## src/design/plts_pkg.sv

```systemverilog
package plts_pkg;

    localparam int TASK_COUNT_DEF = 8;
    localparam int IDLE_INDEX_DEF = 0;
    localparam int IDX_W          = 4;
    localparam int PRIO_W         = 4;
    localparam int TIME_W         = 32;
    localparam int REG_TASKS      = 8;
    localparam logic [31:0] PRIO_RESET = 32'hFFF2_111F;

    typedef enum logic [1:0] {
        ST_READY    = 2'd0,
        ST_RUNNING  = 2'd1,
        ST_SLEEPING = 2'd2
    } t_task_state;

    // broadcast from the top level to every cell
    typedef struct packed {
        logic              set_en;
        logic [IDX_W-1:0]  set_idx;
        t_task_state       new_state;
        logic [TIME_W-1:0] wake_at;
        logic              tick;
        logic [TIME_W-1:0] now_time;
        logic              cur_valid;
        logic [IDX_W-1:0]  cur_idx;
    } t_cell_cmd;

    // best-so-far record handed from cell to cell
    typedef struct packed {
        logic              valid;
        logic              found;
        logic [IDX_W-1:0]  best;
        logic [PRIO_W-1:0] prio;
        logic [TIME_W-1:0] last_run;
    } t_tok;

endpackage

```

## src/design/priority_lru_task_scheduler_unit.sv

```systemverilog
// schedule requests: the best-so-far record walks the registered cell row task by task and
//   its pick lands in the output register; o_stall is high while the walk runs, so no new
//   request is taken while a walk is in flight
// set-state requests give no result
// reset (synchronous, active low): all tasks ready, times zero, no current task,
//   priority register at its reset value
module priority_lru_task_scheduler_unit
    import plts_pkg::*;
#(
    parameter int TASK_COUNT = TASK_COUNT_DEF,
    parameter int IDLE_INDEX = IDLE_INDEX_DEF
) (
    input  logic        i_clk,
    input  logic        i_rst_n,
    // request channel
    input  logic        i_valid,
    output logic        o_stall,
    input  logic        i_action,
    input  logic [31:0] i_now_time,
    input  logic [2:0]  i_task_index,
    input  logic [1:0]  i_new_state,
    input  logic [31:0] i_wake_at,
    // result channel
    output logic        o_valid,
    input  logic        i_stall,
    output logic [2:0]  o_chosen_task,
    output logic        o_idle_fallback,
    // priority register write
    input  logic        i_cfg_valid,
    output logic        o_cfg_ready,
    input  logic [31:0] i_cfg_data
);

    // control
    logic              r_busy;
    logic              r_start;
    logic              r_cur_valid;
    logic [IDX_W-1:0]  r_cur_idx;
    logic [31:0]       r_prio;
    // output register
    logic              r_out_valid;
    logic [2:0]        r_chosen;
    logic              r_idle;

    logic              w_accept;
    logic              w_set_ok;
    logic              w_hold;
    logic              w_drain;
    t_cell_cmd         w_cmd;
    t_tok              w_tok_in  [TASK_COUNT];
    t_tok              w_tok_out [TASK_COUNT];
    logic [TASK_COUNT-1:0] w_tok_valid;
    t_tok              w_final;

    // requests are held off while a schedule walk is in flight
    assign o_stall     = r_busy;
    assign o_cfg_ready = 1'b1;
    assign w_accept    = i_valid && !r_busy;

    // ignore an undefined state code or a task beyond the table
    assign w_set_ok = (i_new_state != 2'd3) && (int'(i_task_index) < TASK_COUNT);

    always_comb begin
        w_cmd           = '0;
        w_cmd.set_en    = w_accept && i_action && w_set_ok;
        w_cmd.set_idx   = {1'b0, i_task_index};
        w_cmd.new_state = t_task_state'(i_new_state);
        w_cmd.wake_at   = i_wake_at;
        w_cmd.tick      = w_accept && !i_action;
        w_cmd.now_time  = i_now_time;
        w_cmd.cur_valid = r_cur_valid;
        w_cmd.cur_idx   = r_cur_idx;
    end

    // the walk enters cell zero the cycle after the tick updated every cell
    always_comb begin
        w_tok_in[0]       = '0;
        w_tok_in[0].valid = r_start;
    end

    assign w_final = w_tok_out[TASK_COUNT-1];
    // last cell keeps its finished record while the output register is full and stalled;
    // a record still on its way in must not be held back
    assign w_hold  = w_final.valid && r_out_valid && i_stall;
    assign w_drain = w_final.valid && !w_hold;

    genvar k;
    generate
        for (k = 0; k < TASK_COUNT; k++) begin : g_cell
            logic [PRIO_W-1:0] w_prio;
            // tasks beyond the register's eight nibbles get the lowest priority
            if (k < REG_TASKS) begin : g_reg
                assign w_prio = r_prio[PRIO_W*k +: PRIO_W];
            end else begin : g_fix
                assign w_prio = {PRIO_W{1'b1}};
            end
            if (k > 0) begin : g_link
                assign w_tok_in[k] = w_tok_out[k-1];
            end
            assign w_tok_valid[k] = w_tok_out[k].valid;

            plts_cell #(
                .CELL_IDX(k)
            ) u_cell (
                .i_clk  (i_clk),
                .i_rst_n(i_rst_n),
                .i_cmd  (w_cmd),
                .i_prio (w_prio),
                .i_hold ((k == TASK_COUNT-1) ? w_hold : 1'b0),
                .i_tok  (w_tok_in[k]),
                .o_tok  (w_tok_out[k])
            );
        end
    endgenerate

    always_ff @(posedge i_clk) begin
        if (!i_rst_n) begin
            r_busy      <= 1'b0;
            r_start     <= 1'b0;
            r_cur_valid <= 1'b0;
            r_cur_idx   <= '0;
            r_prio      <= PRIO_RESET;
            r_out_valid <= 1'b0;
        end else begin
            r_start <= w_accept && !i_action;
            if (w_accept && !i_action) begin
                r_busy <= 1'b1;
            end
            if (i_cfg_valid) begin
                r_prio <= i_cfg_data;
            end
            if (w_drain) begin
                // walk done: the pick becomes the current task
                r_busy      <= 1'b0;
                r_out_valid <= 1'b1;
                r_cur_valid <= 1'b1;
                r_cur_idx   <= w_final.found ? w_final.best : IDX_W'(IDLE_INDEX);
            end else if (r_out_valid && !i_stall) begin
                r_out_valid <= 1'b0;
            end
        end
    end

    // result payload, no reset needed
    always_ff @(posedge i_clk) begin
        if (w_drain) begin
            r_chosen <= w_final.found ? w_final.best[2:0] : 3'(IDLE_INDEX);
            r_idle   <= !w_final.found;
        end
    end

    assign o_valid         = r_out_valid;
    assign o_chosen_task   = r_chosen;
    assign o_idle_fallback = r_idle;

    // only one walk in flight
    a_one_walk: assert property (@(posedge i_clk) disable iff (!i_rst_n)
        $onehot0({w_tok_valid, r_start}))
        else $error("more than one schedule walk in the cell row");

    // nothing travels the row while idle
    a_idle_row: assert property (@(posedge i_clk) disable iff (!i_rst_n)
        !r_busy |-> (w_tok_valid == '0) && !r_start)
        else $error("walk record present while not busy");

    // a tick starts a walk in the next cycle
    a_tick_start: assert property (@(posedge i_clk) disable iff (!i_rst_n)
        (w_accept && !i_action) |=> r_start && r_busy)
        else $error("schedule request did not start a walk");

    // a real pick always names an existing task
    a_pick_range: assert property (@(posedge i_clk) disable iff (!i_rst_n)
        w_drain && w_final.found |-> int'(w_final.best) < TASK_COUNT)
        else $error("picked task beyond the table");

endmodule

```

## src/design/plts_cell.sv

```systemverilog
module plts_cell
    import plts_pkg::*;
#(
    parameter int CELL_IDX = 0
) (
    input  logic              i_clk,
    input  logic              i_rst_n,
    input  t_cell_cmd         i_cmd,
    input  logic [PRIO_W-1:0] i_prio,
    input  logic              i_hold,
    input  t_tok              i_tok,
    output t_tok              o_tok
);

    t_task_state       r_state, n_state;
    logic [TIME_W-1:0] r_wake, n_wake;
    logic [TIME_W-1:0] r_last, n_last;
    t_tok              r_tok, n_tok;
    logic              w_take;

    always_comb begin
        n_state = r_state;
        n_wake  = r_wake;
        n_last  = r_last;
        if (i_cmd.set_en && (i_cmd.set_idx == IDX_W'(CELL_IDX))) begin
            n_state = i_cmd.new_state;
            if (i_cmd.new_state == ST_SLEEPING) begin
                n_wake = i_cmd.wake_at;
            end
        end
        if (i_cmd.tick) begin
            // wake first, then stamp the running current task
            if ((r_state == ST_SLEEPING) && (i_cmd.now_time >= r_wake)) begin
                n_state = ST_READY;
            end
            if (i_cmd.cur_valid && (i_cmd.cur_idx == IDX_W'(CELL_IDX)) &&
                (r_state == ST_RUNNING)) begin
                n_last = i_cmd.now_time;
            end
        end
    end

    // strict compares keep the lower index on a full tie
    assign w_take = (r_state == ST_READY) &&
                    (!i_tok.found || (i_prio < i_tok.prio) ||
                     ((i_prio == i_tok.prio) && (r_last < i_tok.last_run)));

    always_comb begin
        n_tok = i_tok;
        if (w_take) begin
            n_tok.found    = 1'b1;
            n_tok.best     = IDX_W'(CELL_IDX);
            n_tok.prio     = i_prio;
            n_tok.last_run = r_last;
        end
        if (i_hold) begin
            n_tok = r_tok;
        end
    end

    always_ff @(posedge i_clk) begin
        if (!i_rst_n) begin
            r_state     <= ST_READY;
            r_wake      <= '0;
            r_last      <= '0;
            r_tok.valid <= 1'b0;
        end else begin
            r_state <= n_state;
            r_wake  <= n_wake;
            r_last  <= n_last;
            r_tok   <= n_tok;
        end
    end

    assign o_tok = r_tok;

endmodule

```

## config.mk

```make
export PLATFORM = sky130hd
export DESIGN_NAME = priority_lru_task_scheduler_unit
export DESIGN_NICKNAME = d
export VERILOG_FILES = /design/src/design/plts_pkg.sv /design/src/design/priority_lru_task_scheduler_unit.sv /design/src/design/plts_cell.sv
export SDC_FILE = /design/constraint.sdc
export NUM_CORES = 2
export LEC_CHECK = 0
export ABC_AREA = 0
export ABC_CLOCK_PERIOD_IN_PS = 5100
export BUFFER_PORTS_ARGS = -buffer_cell sky130_fd_sc_hd__buf_2
export CAP_MARGIN = 10
export CORE_MARGIN = 2
export CORE_UTILIZATION = 55
export DETAILED_ROUTE_END_ITERATION = 10
export HOLD_SLACK_MARGIN = 0.15
export PLACE_DENSITY = 0.71
export RECOVER_POWER = 50
export SKIP_CTS_REPAIR_TIMING = 1
export SLEW_MARGIN = 10
export SYNTH_ARGS = -nofsm -noshare
export SYNTH_HDL_FRONTEND = slang
export SYNTH_SLANG_ARGS = --single-unit
```

## constraint.sdc

```tcl
create_clock -name i_clk -period 5.1 [get_ports i_clk]
set_input_delay 0.51 -clock i_clk [delete_from_list [all_inputs] [get_ports i_clk]]
set_output_delay 0.51 -clock i_clk [all_outputs]
set_load 0.05 [all_outputs]
```

## Word level (Yosys, flattened, before mapping)

Index checks and enable logic that the tools add are counted.

- Bits in registers: 872
- Bits in latches: 0
- RAM bits: 0
- Bits in read-only memories: 0
- Input port bits: 107
- Output and inout bits: 7
- Logic and storage cells: 276
- Memories kept: 0

- Add/subtract/negate cells: 0
- Multiply operators: 0
- Div/mod/pow operators: 0
- $lt $le $gt $ge: 22
- Equal/unequal tests: 39
- Shifts and indexed selects: 0
- Muxes and demuxes: 34
- Bitwise gates (word level): 2
- Reductions and logical operators: 109

Operators with widths:

| cell | number |
|---|---|
| >= comparator 32 bit | 8 |
| < comparator 32 bit | 7 |
| two-way mux 36 bit | 6 |
| logical AND 1 bit | 54 |
| two-way mux 2 bit | 24 |
| two-way mux 41 bit | 1 |
| AND reduction 2 bit | 17 |
| == test 4 bit | 7 |
| < comparator 4 bit | 7 |
| == test 2 bit (second input constant) | 9 |
| == test 2 x 1 -> 1 bit (second input constant) | 8 |
| == test 4 x 3 -> 1 bit (second input constant) | 4 |
| logical NOT 2 bit | 8 |
| logical OR 1 bit | 14 |
| == test 3 bit (second input constant) | 4 |
| logical NOT 1 bit | 12 |
| == test 4 x 2 -> 1 bit (second input constant) | 2 |
| logical NOT 4 bit | 2 |
| == test 3 x 2 -> 1 bit (second input constant) | 2 |
| == test 4 x 1 -> 1 bit (second input constant) | 1 |
| two-way mux 4 bit | 1 |
| == test 3 x 1 -> 1 bit (second input constant) | 1 |
| two-way mux 1 bit | 2 |
| inequality test 2 bit (second input constant) | 1 |
| 3 further kinds | 4 |

## Longest topological paths before layout

- Word-level depth: 8
- Depth in mapped cells: 10
- Depth with buffers taken out: 8

## Cells and area by module

Synthesis repeated with hierarchy kept, for this count alone.

- Cell total of the unflattened synthesis: 4805
- Area, all modules: 49391.1 µm²

Modules (own cells, without submodules):

| module | times used | cells an instance | area an instance (µm²) | seq. area each (µm²) |
|---|---|---|---|---|
| plts_cell (g_cell[1].u_cell ...) | 2 | 583 | 5972.0 | 2572.5 |
| plts_cell (g_cell[5].u_cell ...) | 2 | 581 | 5968.2 | 2572.5 |
| plts_cell (g_cell[0].u_cell) | 1 | 583 | 5973.2 | 2572.5 |
| plts_cell (g_cell[3].u_cell) | 1 | 582 | 5963.2 | 2572.5 |
| plts_cell (g_cell[4].u_cell) | 1 | 583 | 5962.0 | 2572.5 |
| plts_cell (g_cell[7].u_cell) | 1 | 582 | 5948.2 | 2572.5 |
| priority_lru_task_scheduler_unit | 1 | 147 | 1664.1 | 920.9 |

## Worst setup path after synthesis

No wires, ideal clock.

- Path type: register to register
- Start: register g_cell[3].u_cell.r_tok, in the netlist g_cell[3].u_cell.o_tok[30]
- End: register g_cell[4].u_cell.r_tok, in the netlist g_cell[4].u_cell.o_tok[28] (data pin)
- Setup time: 262 ps
- Arrival: 2590 ps
- Setup slack: 2248 ps
- Cell stages (with the launch flop): 11
- Buffers on the path: 2
- Clock period less this slack: 2852 ps
- Cell sequence: edfxtp_1 inv_1 ha_1 a21oi_1 a21boi_1 or4b_1 or4_1 a32oi_2 buf_6 buf_6 mux2_1

RTL lines:

| element | RTL line | text |
|---|---|---|
| start, declared | plts_cell.sv:18 | `t_tok r_tok, n_tok;` |
| start signal, assigned | plts_cell.sv:71 | `r_tok <= n_tok;` |
| end signal, assigned | plts_cell.sv:71 |  |
| end, declared | plts_cell.sv:18 |  |

## Worst setup path after layout

- Start: input port i_rst_n
- End: register g_cell[3].u_cell.r_wake[18]

RTL lines:

| element | RTL line | text |
|---|---|---|
| start, declared | priority_lru_task_scheduler_unit.sv:14 | `input logic i_rst_n,` |
| end signal, assigned | plts_cell.sv:69 | `r_wake <= n_wake;` |
| end, declared | plts_cell.sv:16 | `logic [TIME_W-1:0] r_wake, n_wake;` |

No word-level cell between the ends.

==> qor.json <==
{
  "drive_above_1_share_pct": 10.4,
  "layout.filler_cells": 6701,
  "yosys.area_share.adder_pct": 14.2,
  "asyncSetResetFlopFracSynth_pct": 0,
  "numClockSinks": 856,
  "dieArea_mm2": 0.0826,
  "final.period_utilization_pct": 81.0,
  "synthXorXnorAreaFrac_pct": 0,
  "setup-tns-final_ns": 0,
  "cts.htree.levels": 3,
  "root_buffer": "sky130_fd_sc_hd__clkbuf_16",
  "worst_setup_path_start_kind": "primary input",
  "dr.first_iter.drc_count": 2776,
  "clockBufferDepth": 3,
  "place.detailed.hpwl_mm": 75.1,
  "grt_antenna_before_repair": 8,
  "numCtsBuffers": 92,
  "static-leakage-power_nw": 18.8,
  "ys_seq_area_share_pct": 45.1,
  "ant_nets": 0,
  "global_route_usage_over_all_layers_pct": 26.9,
  "numPortBuffers": 112,
  "synth.ff_latch_count": 856,
  "design.final.nets": 5509,
  "worst_slew_pin_slew_ns": 3.55,
  "avgRoutedWirePerCell_um": 18.5,
  "netlist.top_cell.by_area": "sky130_fd_sc_hd__dfxtp_1",
  "number_of_instances_in_the_synthesized_netlist": 4884,
  "synth_mux_area_share_pct": 6.95,
  "area.sequential_mm2": 0.0199,
  "routabilityCongestion": 0.905,
  "hold_viol_final": 0,
  "synth.distinct_cells": 71,
  "fmax_mhz": 242,
  "pin_count": 114,
  "post-synth-top-area-fraction_pct": 26.1,
  "placed_cells": 5825,
  "max-cap-violations": 6,
  "vdd.ir_drop.worst_v": 0.000291,
  "grt_max_degree": 169,
  "critical_path_arrival_ns": 4.64,
  "main_combinational_cell_family_by_area_after_synthesis": "simple AND/OR/NAND/NOR gates",
  "area_overhead_of_the_layout_relative_to_synthesis_pct": 10.1,
  "cellPowerDensity_mw_per_mm2": 320,
  "fin_worst_skew_ns": 0.0224,
  "chipWidth_um": 287,
  "syn_nets": 5492,
  "area_of_the_multi_input_gates_mm2": 0.0213,
  "post-route-min-period_ns": 4.13,
  "detailed_place.area_mm2": 0.0454,
  "grt_overflow": 0,
  "vias_per_cell": 5.55,
  "post-route-drc-count": 0,
  "post_layout_nonfiller_instances": 6034,
  "worst_ep_required_time_ns": 5.61,
  "number_of_enable_flip_flop_cells_after_synthesis": 281,
  "run_status": "complete, but fails checks",
  "final_design_area_no_fill_mm2": 0.0487,
  "hold-worst-slack_ns": 0.162,
  "slowest_delay_ns": 2.54,
  "setup_viol": 0,
  "synth-simple-area-share_pct": 14.8,
  "std_cell_rows": 103,
  "vias_in_the_first_global_route": 31800,
  "post_synth.cell_area_avg_um2": 9.05,
  "clkLatencyLatePin_ns": 0.66,
  "cts_tree": "built",
  "critical_path.max_fanout": 92,
  "synth_ff_type": "sky130_fd_sc_hd__dfxtp_1",
  "setup.worst_path.end_class": "flip-flop",
  "rsz_0062_raised_after_global_routing": "no",
  "slew_violations": 403,
  "die_y_um": 287,
  "clk_pin_slew_worst_paths_ns": 0.06,
  "initial_utilization_pct": 55.8,
  "fraction_of_the_mapped_netlist_area_in_compound_gates_pct": 12.1,
  "critical-path-slowest-cell": "sky130_fd_sc_hd__inv_1",
  "failing_checks": "capacitance limit, slew limit",
  "coreArea_mm2": 0.0793,
  "post_synth_main_area_contributors": "sky130_fd_sc_hd__dfxtp_1 26%, sky130_fd_sc_hd__edfxtp_1 19%, sky130_fd_sc_hd__ha_1 14%",
  "routed-via-count": 33500,
  "maxSlewHeadroom_pct": -137,
  "grt_first_pass_wirelength_mm": 175,
  "timing.setup.critical_path_class": "in2reg",
  "routed_wl_mm": 111,
  "total_iterations_of_the_first_detailed_routing_run": 9,
  "hp_class": "in2reg",
  "post_synth_instance_area_mm2": 0.0442,
  "yosys_warnings": 0,
  "cp_cell_sequence": "buf_8 > inv_1 > buf_4 > nor2_1"
}
[worst max-delay path: cells and delay by family]
family        cells  cell delay, ns
buf+inv           3            3.82
simple gates      1            0.11
[path summary, 6_finish.rpt]
kind,startpoint,endpoint,slack [ns],cells past startpoint
worst max-delay path,i_rst_n,g_cell[3].u_cell.r_wake[18]$_SDFFE_PN0P_,0.97,4
worst min-delay path,i_stall,o_valid$_SDFFE_PN0P_,0.16,3
worst max register to register,g_cell[3].u_cell.o_tok[30]$_DFFE_PP_,g_cell[4].u_cell.o_tok[31]$_DFFE_PP_,1.41,9
worst min register to register,g_cell[5].u_cell.o_tok[41]$_SDFF_PN0_,g_cell[6].u_cell.o_tok[41]$_SDFF_PN0_,0.43,1
[placed cells by master (no fill, tap or decap), types with 17 or more instances in the layout]
cell type	instances
sky130_fd_sc_hd__mux2_2	209
sky130_fd_sc_hd__nand3_1	36
sky130_fd_sc_hd__ha_1	501
sky130_fd_sc_hd__edfxtp_1	281
sky130_fd_sc_hd__o21ai_0	70
sky130_fd_sc_hd__buf_2	104
sky130_fd_sc_hd__inv_1	503
sky130_fd_sc_hd__nand4_1	69
sky130_fd_sc_hd__nand2_1	1113
sky130_fd_sc_hd__and2_0	32
sky130_fd_sc_hd__nor2_1	110
sky130_fd_sc_hd__nand2b_1	26
sky130_fd_sc_hd__mux2i_1	64
sky130_fd_sc_hd__o21a_1	17
sky130_fd_sc_hd__nor2b_1	27
sky130_fd_sc_hd__buf_4	37
sky130_fd_sc_hd__nor3_1	29
sky130_fd_sc_hd__a21oi_1	654
sky130_fd_sc_hd__clkbuf_1	46
sky130_fd_sc_hd__dfxtp_1	575
sky130_fd_sc_hd__dlygate4sd3_1	32
sky130_fd_sc_hd__a21o_1	74
sky130_fd_sc_hd__clkbuf_16	93
[stage by stage]
stage          utilization, %  worst slack [ns]  power, mW
2_1_floorplan               -              2.25       8.60
3_3_place_gp             57.3              1.41       9.08
3_5_place_dp             57.3              1.41       9.12
4_1_cts                  61.0              1.39       15.6
5_1_grt                  61.4             0.703       16.1
6_report                 61.4             0.967       15.5
[per-layer routing]
layer | share of wire (%) | track usage (%) | vias up
li1 | - | - | 16600
met1 | 46 | 38.1 | 15800
met2 | 44 | 42.4 | 964
met3 | 6.8 | 3.88 | 187
met4 | 3.2 | 9.02 | 0
met5 | 0 | 0 | -
[flip-flops by register name (all words and copies together), names as in the netlist]
signal,count
r_prio,32
r_cur_idx,3
r_start,1
g_cell.u_cell.r_state,16
o_valid,1
o_chosen_task,3
o_stall,1
g_cell.u_cell.r_wake,256
r_cur_valid,1
g_cell.u_cell.r_last,256
o_idle_fallback,1
g_cell.u_cell.o_tok,285
[report_power, final]
group / internal, mW / switching, mW
sequential: 7.32 / 0.116
combinational: 0.638 / 0.945
clock: 3.77 / 2.76
[Yosys cell counts, drive strengths merged (3+ instances only)]
| cell | count |
|---|---|
| nand2 | 1114 |
| a2bb2oi | 3 |
| a211oi | 16 |
| edfxtp | 281 |
| nor2b | 27 |
| a2111o | 4 |
| mux2 | 216 |
| nor4 | 11 |
| and3 | 3 |
| dfxtp | 575 |
| nor3 | 32 |
| a22oi | 5 |
| ha | 501 |
| a21oi | 657 |
| nand4 | 69 |
| buf | 29 |
| o2111ai | 5 |
| a2111oi | 10 |
| inv | 503 |
| mux2i | 64 |
| clkbuf | 236 |
| nand2b | 26 |
| o21bai | 6 |
| and4 | 4 |
| o31ai | 9 |
| and2 | 48 |
| o21ai | 70 |
| o21a | 17 |
| nand3b | 11 |
| o211ai | 15 |
| or2 | 11 |
| a21boi | 7 |
| a41oi | 7 |
| a311oi | 7 |
| nand4b | 8 |
| nand3 | 36 |
| a21o | 74 |
| a31oi | 11 |
| nor3b | 4 |
| and4b | 6 |
| nor2 | 115 |
| a211o | 6 |
[cells by family after synthesis]
family,after synthesis
AND/OR/NAND/NOR,1533
AO/OA/AOI/OAI,945
flip-flops,856
buffers and inverters,768
adder cells (fa/ha/maj),501
multiplexers,280
other,1
[layout make-up]
type	instances	area share (%)
Timing Repair Buffer	188	2.51
Sequential cell	856	41.0
Inverter	503	3.88
Multi-Input combinational cell	3260	43.8
Tap cell	1050	2.70
Antenna cell	7	0.0360
Clock buffer	141	5.40
Clock inverter	29	0.681
(Power assumes the default switching activity.)
